--- src/rtl/ptrs_pkg.sv ---
// ----------------------------------------------------------------------------
// Periodic task scheduler package
// Shared beat types, action and result codes and sizing constants.
// ----------------------------------------------------------------------------
`default_nettype none

package ptrs_pkg;

   // Default number of task slots in the table.
   localparam int TASK_SLOTS_DEFAULT = 16;

   // At most this many run results leave for one dispatch request.
   localparam int MAX_RESULTS = 16;
   localparam int RES_CNT_W   = $clog2(MAX_RESULTS + 1);

   localparam int ACTION_W = 3;
   localparam int SLOT_W   = 4;
   localparam int KIND_W   = 2;
   localparam int TICK_W   = 32;

   // Request actions.
   localparam logic [ACTION_W-1:0] ACT_ADD      = 3'd0;
   localparam logic [ACTION_W-1:0] ACT_REMOVE   = 3'd1;
   localparam logic [ACTION_W-1:0] ACT_START    = 3'd2;
   localparam logic [ACTION_W-1:0] ACT_STOP     = 3'd3;
   localparam logic [ACTION_W-1:0] ACT_TICK     = 3'd4;
   localparam logic [ACTION_W-1:0] ACT_DISPATCH = 3'd5;

   // Result kinds.
   localparam logic [KIND_W-1:0] KIND_ADDED = 2'd0;
   localparam logic [KIND_W-1:0] KIND_FULL  = 2'd1;
   localparam logic [KIND_W-1:0] KIND_RUN   = 2'd2;

   typedef struct packed {
      logic [ACTION_W-1:0] action;
      logic [SLOT_W-1:0]   task_index;
      logic [TICK_W-1:0]   period_ticks;
   } req_beat_type;

   typedef struct packed {
      logic [KIND_W-1:0] kind;
      logic [SLOT_W-1:0] slot;
      logic              last;
   } rsp_beat_type;

endpackage

`default_nettype wire

--- src/rtl/periodic_task_ready_scheduler.sv ---
// ----------------------------------------------------------------------------
// Periodic task ready scheduler
// Table of periodic tasks with a tick counter, ready marking and dispatch.
// ----------------------------------------------------------------------------
// A request beat is taken when start is high and busy is low. Add, remove,
// start and stop finish in the cycle they are taken, so busy stays low; an
// add answers with one result beat in the following cycle. A tick request
// walks the allocated slots through the shared elapsed-time compare, one
// slot per cycle, and keeps busy high until the walk is done. A dispatch
// request walks the slots one per cycle from slot 0 up to the last ready
// task and sends one run beat per ready task on the way, at most
// MAX_RESULTS of them. Result beats are shown for exactly one cycle with
// rsp_valid high; the receiver cannot hold them off and must take each one.
// The final beat of a request carries last. Periods and last-run ticks live
// in two small RAMs with a registered read, which sets the one-slot-per-cycle
// pace of the tick walk. No clearing pass is needed after reset.
// ----------------------------------------------------------------------------
`default_nettype none

module periodic_task_ready_scheduler #(
   parameter int TASK_SLOTS = ptrs_pkg::TASK_SLOTS_DEFAULT
) (
   input  wire logic                   clock,
   input  wire logic                   reset,
   input  wire logic                   start,
   output      logic                   busy,
   input  wire ptrs_pkg::req_beat_type req_beat,
   output      logic                   rsp_valid,
   output      ptrs_pkg::rsp_beat_type rsp_beat
);

   // Index into the slot table, and a pointer wide enough to hold the slot
   // count itself.
   localparam int IdxW  = (TASK_SLOTS > 1) ? $clog2(TASK_SLOTS) : 1;
   localparam int PtrW  = $clog2(TASK_SLOTS + 1);
   localparam int SlotW = ptrs_pkg::SLOT_W;
   localparam int CntW  = ptrs_pkg::RES_CNT_W;
   localparam int TickW = ptrs_pkg::TICK_W;

   localparam logic [1:0] ST_IDLE = 2'd0;
   localparam logic [1:0] ST_TICK = 2'd1;
   localparam logic [1:0] ST_DISP = 2'd2;

   // Control state.
   logic [1:0]            state_ff,      state_in;
   logic [TickW-1:0]      tick_count_ff, tick_count_in;
   logic [PtrW-1:0]       slots_used_ff, slots_used_in;
   logic [TASK_SLOTS-1:0] active_ff,     active_in;
   logic [TASK_SLOTS-1:0] ready_ff,      ready_in;
   logic [PtrW-1:0]       ptr_ff,        ptr_in;
   logic [CntW-1:0]       res_cnt_ff,    res_cnt_in;
   logic                  rd_valid_ff,   rd_valid_in;
   logic [IdxW-1:0]       rd_idx_ff,     rd_idx_in;
   logic                  rsp_valid_ff,  rsp_valid_in;
   ptrs_pkg::rsp_beat_type rsp_beat_ff,  rsp_beat_in;

   // Per-slot decodes.
   logic [TASK_SLOTS-1:0] used_mask;
   logic [TASK_SLOTS-1:0] req_hit;
   logic [TASK_SLOTS-1:0] new_hit;
   logic [TASK_SLOTS-1:0] ptr_hit;
   logic [TASK_SLOTS-1:0] ptr_above;
   logic [TASK_SLOTS-1:0] cand;

   logic req_live;
   logic cand_cur;
   logic cand_more;
   logic disp_last;
   logic table_full;
   logic due;

   // RAM ports.
   logic             rd_en;
   logic [IdxW-1:0]  rd_addr;
   logic [IdxW-1:0]  wr_addr;
   logic             period_wr_en;
   logic             last_run_wr_en;
   logic [TickW-1:0] last_run_wr_data;
   logic [TickW-1:0] period_rd;
   logic [TickW-1:0] last_run_rd;

   ptrs_ram #(
      .WIDTH (TickW),
      .DEPTH (TASK_SLOTS)
   ) u_period_ram (
      .clock   (clock),
      .wr_en   (period_wr_en),
      .wr_addr (wr_addr),
      .wr_data (req_beat.period_ticks),
      .rd_en   (rd_en),
      .rd_addr (rd_addr),
      .rd_data (period_rd)
   );

   ptrs_ram #(
      .WIDTH (TickW),
      .DEPTH (TASK_SLOTS)
   ) u_last_run_ram (
      .clock   (clock),
      .wr_en   (last_run_wr_en),
      .wr_addr (wr_addr),
      .wr_data (last_run_wr_data),
      .rd_en   (rd_en),
      .rd_addr (rd_addr),
      .rd_data (last_run_rd)
   );

   assign busy      = (state_ff != ST_IDLE);
   assign rsp_valid = rsp_valid_ff;
   assign rsp_beat  = rsp_beat_ff;

   // Slot decodes. Every slot compares against the request index, the next
   // free slot and the walk pointer on its own.
   always_comb begin
      for (int j = 0; j < TASK_SLOTS; j++) begin
         used_mask[j] = (PtrW'(j) < slots_used_ff);
         req_hit[j]   = (int'(req_beat.task_index) == j);
         new_hit[j]   = (PtrW'(j) == slots_used_ff);
         ptr_hit[j]   = (PtrW'(j) == ptr_ff);
         ptr_above[j] = (PtrW'(j) > ptr_ff);
      end
   end

   // A task that dispatch would run: allocated, active and ready.
   assign cand       = active_ff & ready_ff & used_mask;
   assign req_live   = |(req_hit & active_ff & used_mask);
   assign cand_cur   = |(cand & ptr_hit);
   assign cand_more  = |(cand & ptr_above);
   assign table_full = (slots_used_ff == PtrW'(TASK_SLOTS));

   // The run beat closes the dispatch when no later task is ready, or when it
   // is the last one allowed for a single dispatch.
   assign disp_last = !cand_more || (res_cnt_ff == CntW'(ptrs_pkg::MAX_RESULTS - 1));

   // Elapsed ticks wrap modulo 2^32 and are compared unsigned.
   assign due = ((tick_count_ff - last_run_rd) >= period_rd);

   assign rd_addr = ptr_ff[IdxW-1:0];
   assign wr_addr = (state_ff == ST_DISP) ? ptr_ff[IdxW-1:0] : slots_used_ff[IdxW-1:0];

   always_comb begin
      state_in         = state_ff;
      tick_count_in    = tick_count_ff;
      slots_used_in    = slots_used_ff;
      active_in        = active_ff;
      ready_in         = ready_ff;
      ptr_in           = ptr_ff;
      res_cnt_in       = res_cnt_ff;
      rd_valid_in      = 1'b0;
      rd_idx_in        = rd_idx_ff;
      rsp_valid_in     = 1'b0;
      rsp_beat_in      = rsp_beat_ff;
      rd_en            = 1'b0;
      period_wr_en     = 1'b0;
      last_run_wr_en   = 1'b0;
      last_run_wr_data = '0;

      unique case (state_ff)
         ST_IDLE: begin
            if (start) begin
               unique case (req_beat.action)
                  ptrs_pkg::ACT_ADD: begin
                     rsp_valid_in     = 1'b1;
                     rsp_beat_in.last = 1'b1;
                     if (table_full) begin
                        rsp_beat_in.kind = ptrs_pkg::KIND_FULL;
                        rsp_beat_in.slot = '0;
                     end else begin
                        // The new slot starts idle with a last-run tick of zero.
                        period_wr_en     = 1'b1;
                        last_run_wr_en   = 1'b1;
                        last_run_wr_data = '0;
                        active_in        = active_ff | new_hit;
                        ready_in         = ready_ff & ~new_hit;
                        slots_used_in    = slots_used_ff + PtrW'(1);
                        rsp_beat_in.kind = ptrs_pkg::KIND_ADDED;
                        rsp_beat_in.slot = SlotW'(slots_used_ff);
                     end
                  end
                  ptrs_pkg::ACT_REMOVE: begin
                     if (req_live) begin
                        active_in = active_ff & ~req_hit;
                        ready_in  = ready_ff & ~req_hit;
                     end
                  end
                  ptrs_pkg::ACT_START: begin
                     if (req_live) begin
                        ready_in = ready_ff | req_hit;
                     end
                  end
                  ptrs_pkg::ACT_STOP: begin
                     if (req_live) begin
                        ready_in = ready_ff & ~req_hit;
                     end
                  end
                  ptrs_pkg::ACT_TICK: begin
                     tick_count_in = tick_count_ff + TickW'(1);
                     ptr_in        = '0;
                     state_in      = ST_TICK;
                  end
                  ptrs_pkg::ACT_DISPATCH: begin
                     ptr_in     = '0;
                     res_cnt_in = '0;
                     state_in   = ST_DISP;
                  end
                  default: begin
                  end
               endcase
            end
         end

         ST_TICK: begin
            // Finish the compare for the slot read in the previous cycle.
            if (rd_valid_ff && active_ff[rd_idx_ff] && !ready_ff[rd_idx_ff] && due) begin
               ready_in[rd_idx_ff] = 1'b1;
            end
            // Issue the read for the next allocated slot, or finish.
            if (ptr_ff < slots_used_ff) begin
               rd_en       = 1'b1;
               rd_valid_in = 1'b1;
               rd_idx_in   = ptr_ff[IdxW-1:0];
               ptr_in      = ptr_ff + PtrW'(1);
            end else begin
               state_in = ST_IDLE;
            end
         end

         ST_DISP: begin
            if (cand_cur) begin
               rsp_valid_in     = 1'b1;
               rsp_beat_in.kind = ptrs_pkg::KIND_RUN;
               rsp_beat_in.slot = SlotW'(ptr_ff);
               rsp_beat_in.last = disp_last;
               last_run_wr_en   = 1'b1;
               last_run_wr_data = tick_count_ff;
               ready_in         = ready_ff & ~ptr_hit;
               res_cnt_in       = res_cnt_ff + CntW'(1);
               if (disp_last) begin
                  state_in = ST_IDLE;
               end
            end else if (!cand_more) begin
               state_in = ST_IDLE;
            end
            ptr_in = ptr_ff + PtrW'(1);
         end

         default: begin
            state_in = ST_IDLE;
         end
      endcase
   end

   always_ff @(posedge clock) begin
      if (reset) begin
         state_ff      <= ST_IDLE;
         tick_count_ff <= '0;
         slots_used_ff <= '0;
         active_ff     <= '0;
         ready_ff      <= '0;
         ptr_ff        <= '0;
         res_cnt_ff    <= '0;
         rd_valid_ff   <= 1'b0;
         rsp_valid_ff  <= 1'b0;
      end else begin
         state_ff      <= state_in;
         tick_count_ff <= tick_count_in;
         slots_used_ff <= slots_used_in;
         active_ff     <= active_in;
         ready_ff      <= ready_in;
         ptr_ff        <= ptr_in;
         res_cnt_ff    <= res_cnt_in;
         rd_valid_ff   <= rd_valid_in;
         rsp_valid_ff  <= rsp_valid_in;
      end
   end

   // Payload registers carry no reset.
   always_ff @(posedge clock) begin
      rd_idx_ff   <= rd_idx_in;
      rsp_beat_ff <= rsp_beat_in;
   end

endmodule

`default_nettype wire

--- src/rtl/ptrs_ram.sv ---
// ----------------------------------------------------------------------------
// Generic single-port-write RAM
// One write port and one read port; the read data is registered.
// ----------------------------------------------------------------------------
`default_nettype none

module ptrs_ram #(
   parameter  int WIDTH = 32,
   parameter  int DEPTH = 16,
   localparam int AddrW = (DEPTH > 1) ? $clog2(DEPTH) : 1
) (
   input  wire logic                    clock,
   input  wire logic                    wr_en,
   input  wire logic [AddrW-1:0]        wr_addr,
   input  wire logic [WIDTH-1:0]        wr_data,
   input  wire logic                    rd_en,
   input  wire logic [AddrW-1:0]        rd_addr,
   output      logic [WIDTH-1:0]        rd_data
);

   logic [WIDTH-1:0] mem_ff [DEPTH];
   logic [WIDTH-1:0] rd_data_ff;

   always_ff @(posedge clock) begin
      if (wr_en) begin
         mem_ff[wr_addr] <= wr_data;
      end
      if (rd_en) begin
         rd_data_ff <= mem_ff[rd_addr];
      end
   end

   assign rd_data = rd_data_ff;

endmodule

`default_nettype wire

--- config.mk ---
export PLATFORM = sky130hd
export DESIGN_NAME = periodic_task_ready_scheduler
export DESIGN_NICKNAME = d
export VERILOG_FILES = /design/src/rtl/ptrs_pkg.sv /design/src/rtl/periodic_task_ready_scheduler.sv /design/src/rtl/ptrs_ram.sv
export SDC_FILE = /design/constraint.sdc
export NUM_CORES = 1
export LEC_CHECK = 0
export ABC_CLOCK_PERIOD_IN_PS = 4590
export BUFFER_PORTS_ARGS = -buffer_cell sky130_fd_sc_hd__buf_2
export CORE_AREA = 2 2 343 345
export DETAILED_ROUTE_END_ITERATION = 8
export DIE_AREA = 0 0 345 347
export MAX_ROUTING_LAYER = met4
export PLACE_DENSITY = 0.57
export SYNTH_ARGS = -nofsm -noshare
export SYNTH_HDL_FRONTEND = slang
export SYNTH_SLANG_ARGS = --single-unit
--- constraint.sdc ---
create_clock -name clock -period 4.59 [get_ports clock]
set_input_delay 0.459 -clock clock [delete_from_list [all_inputs] [get_ports clock]]
set_output_delay 0.459 -clock clock [all_outputs]
set_load 0.05 [all_outputs]
==> results.yml <==
final_layout:
  n_fill_cell: 9445
  areaGrowthSynthToFinish_pct: 16.3
  final_layout_size_suffix_gt1_frac: 0.263
  layout_commonest_cell: "edfxtp_1"
  mostFrequentLayoutCells: "edfxtp_1 (1,099), mux4_2 (320), buf_4 (144)"
  post-route-util: 0.497
  finalNetCount: 3133
setup_path:
  crit_path_end_kind: "flip-flop"
  ff2ff_setup_slack_ns: -0.20
  crit_path_start_kind: "flip-flop"
  cp.arrival_ns: 5.42
  r2r-start: "tick_count_ff[0]$_SDFFE_PP0P_"
  crit_required_ns: 5.22
  critical_path_class: "flip-flop to flip-flop"
  cp_max_fo: 5
  r2r-end: "ready_ff[14]$_SDFFE_PP0P_"
  reg2regPathDepth: 22
floorplan:
  die_w_um: 345
  ios: 51
  core-area_mm2: 0.116
  dieHeight_um: 347
  start_util: 0.428
  dieArea_mm2: 0.120
  rows: 125
routing:
  first_iter_violations: 2446
  wirelength_mm: 130
  drc_errors: 0
  vias_per_cell: 5.90
  wl_per_cell_um: 28.1
  vias: 27400
  drt_pass1_iterations: 5
  antenna_left: 0
status:
  violations: "negative setup slack"
  status: "complete, but fails checks"
synthesis:
  synth-main-ff-cell: "edfxtp_1"
  synth_top_family_by_area: "multiplexers"
  yosys_register_bits: 1182
  synth_compound_area_frac: 0.0494
  synth-edff-count: 1099
  syn_area_mm2: 0.0495
  synth_fa_ha_area_frac: 0.0206
  syn_nets: 2899
  synthArstFlopShare: 0
  synth-xor-area-share: 0.00956
  ys_warn_count: 0
  seq_area_frac_synth: 0.700
  synthCells: 2776
  synth_cell_types: 88
  avgSynthCellArea_um2: 17.8
  synthSimpleGateAreaFrac: 0.0521
  synthMuxAreaShare: 0.148
power:
  power_mw: 22.5
  powerDensity_mw_per_mm2: 392
  ir_drop_v: 0.000340
  p_leak_nw: 19.5
clock_tree:
  root_buffer: "clkbuf_16"
  clkSinkCount: 1182
  clock_path_buffers: 3
  path_clk_slew_ns: 0.06
  cts_tree: "built"
  cts_buffers: 131
  cts_htree_levels: 4
  clk_latency_ns: 0.75
timing:
  setup_viol: 15
  period_needed_ns: 4.79
  rsz0062_at_grt: "true"
  fin_skew_ns: 0.0360
  relSlewSlack: 0.275
  hold_viol: 0
  fmax_ghz: 0.209
  worst_slack_ns: -0.196
  tightest_slew_ns: 1.09
  slew_viol_final: 0
  finalCritPeriodShare: 1.04
global_route:
  antenna_found_initial: 10
  track_usage: 0.225
  grt_pass1_vias: 28200
  grt_start_max_net_pins: 98
  grt_pass1_wl_mm: 193
  grt_overflow: 0
hold_path:
  min_to: "u_period_ram.mem_ff[4][27]$_DFFE_PP_"
  worstHoldStart: "req_beat[27]"
  min_path_type: "input pin to flip-flop"
  hold_path_depth: 1
placement:
  dpl.hpwl_mm: 76.3
  placement.io_buffers: 50
  gp_congestion: 0.880
  pre_cts_slack_ns: -0.498
flow_run:
  cap_violations: 0
## registers in the layout, summed over array words and instances, names as in the netlist, 2 cells and up
signal / cells
tick_count_ff: 32
u_period_ram.rd_data: 32
slots_used_ff: 5
u_last_run_ram.mem_ff: 512
active_ff: 16
res_cnt_ff: 5
ready_ff: 16
state_ff: 2
u_period_ram.mem_ff: 512
ptr_ff: 5
u_last_run_ram.rd_data: 32
rd_idx_ff: 4
rsp_beat: 7
## cells in the mapped netlist (18+ instances only)
library cell  number  area [um2]
nor2b_1           19         119
a211oi_1          18         135
edfxtp_1        1099       33000
clkbuf_1          86         323
xnor2_1           24         210
and2_1            35         219
ha_1              80        1000
nand2_1          100         375
and3_1            21         131
xor2_1            30         263
a21oi_1          103         515
nor2_1           150         563
nand4_1           23         144
buf_1             37         139
mux4_2           320        7210
o21ai_0           60         300
nand3_1           70         350
dfxtp_1           83        1660
inv_1            105         394
a21o_1            30         225
a31oi_1           25         156
## per-stage QoR
stage          instances  area (um2)  hold slack (ns)  setup TNS, ns
2_1_floorplan       2776       49500            0.432              0
3_3_place_gp        4395       53300            0.446          -5.34
3_5_place_dp        4395       53300            0.473          -6.23
4_1_cts             4631       57600           0.0444          -2.05
5_1_grt             4633       57600           0.0676          -6.52
6_report            4634       57600           0.0994          -1.87
## logic make-up (layout without fill, tap and decap cells)
family	Yosys count	count (layout)
flops	1182	1182
simple gates	514	514
compound gates	366	366
mux	334	334
buf+inv	245	575
fa+ha+maj	81	81
xor+xnor	54	54
other cells	0	4
## power by group
group	switching, mW	internal [mW]
registers	0.0255	11.7
logic	0.461	0.225
clock network	4.19	5.92
total	4.68	17.9
## how the worst max path moves through the flow
stage	from	to	slack (ns)	cells past startpoint
after global placement	tick_count_ff[0]$_SDFFE_PP0P_	ready_ff[13]$_SDFFE_PP0P_	-0.39	21
after global routing	tick_count_ff[0]$_SDFFE_PP0P_	ready_ff[14]$_SDFFE_PP0P_	-0.50	22
after detailed placement	tick_count_ff[0]$_SDFFE_PP0P_	ready_ff[14]$_SDFFE_PP0P_	-0.50	22
after CTS	tick_count_ff[0]$_SDFFE_PP0P_	ready_ff[0]$_SDFFE_PP0P_	-0.20	23
after floorplan	tick_count_ff[0]$_SDFFE_PP0P_	ready_ff[13]$_SDFFE_PP0P_	0.02	21
final	tick_count_ff[0]$_SDFFE_PP0P_	ready_ff[14]$_SDFFE_PP0P_	-0.20	22
## critical path: stages, from the launching register on
cell       delay, ns
dfxtp_2         0.32
inv_2           0.06
ha_4            0.14
inv_2           0.03
fa_2            0.33
a211oi_2        0.22
nor2_2          0.08
o31ai_2         0.26
o211ai_1        0.22
a2111oi_4       0.44
o31ai_2         0.14
a221oi_2        0.27
xnor2_1         0.11
ha_1            0.30
nand4_1         0.18
nor4_2          0.33
o21ai_1         0.10
a31oi_1         0.15
buf_4           0.15
o21ai_4         0.09
buf_12          0.17
or4_1           0.50
o211a_1         0.13
## layer usage
metal | track usage | part of all wire
met1 | 0.307 | 0.44
met3 | 0.0328 | 0.050
met4 | 0.0554 | 0.019
met2 | 0.361 | 0.49
met5 | - | 0
## cell type report
type / instances / area (um2) / share of cell area
clock inverter: 68 / 587 / 0.0102
tap: 1524 / 1910 / 0.0331
clock buffer: 161 / 3560 / 0.0619
timing repair buffer: 238 / 2180 / 0.0379
antenna: 4 / 10.0 / 0.000174
sequential: 1182 / 34700 / 0.602
inverter: 108 / 410 / 0.00713
multi-input combinational: 1349 / 14200 / 0.247
## repair_timing
action                                 in CTS  in global routing
buffers inserted                            5                  0
endpoints found under the hold margin       2                  0
hold buffers                                1                  0
setup endpoints to repair                  16                 16
resized for setup                          21                  2
pin swaps                                  16                  5
gates cloned                                1                  0
Note: power is estimated with default switching activity, not from simulation.
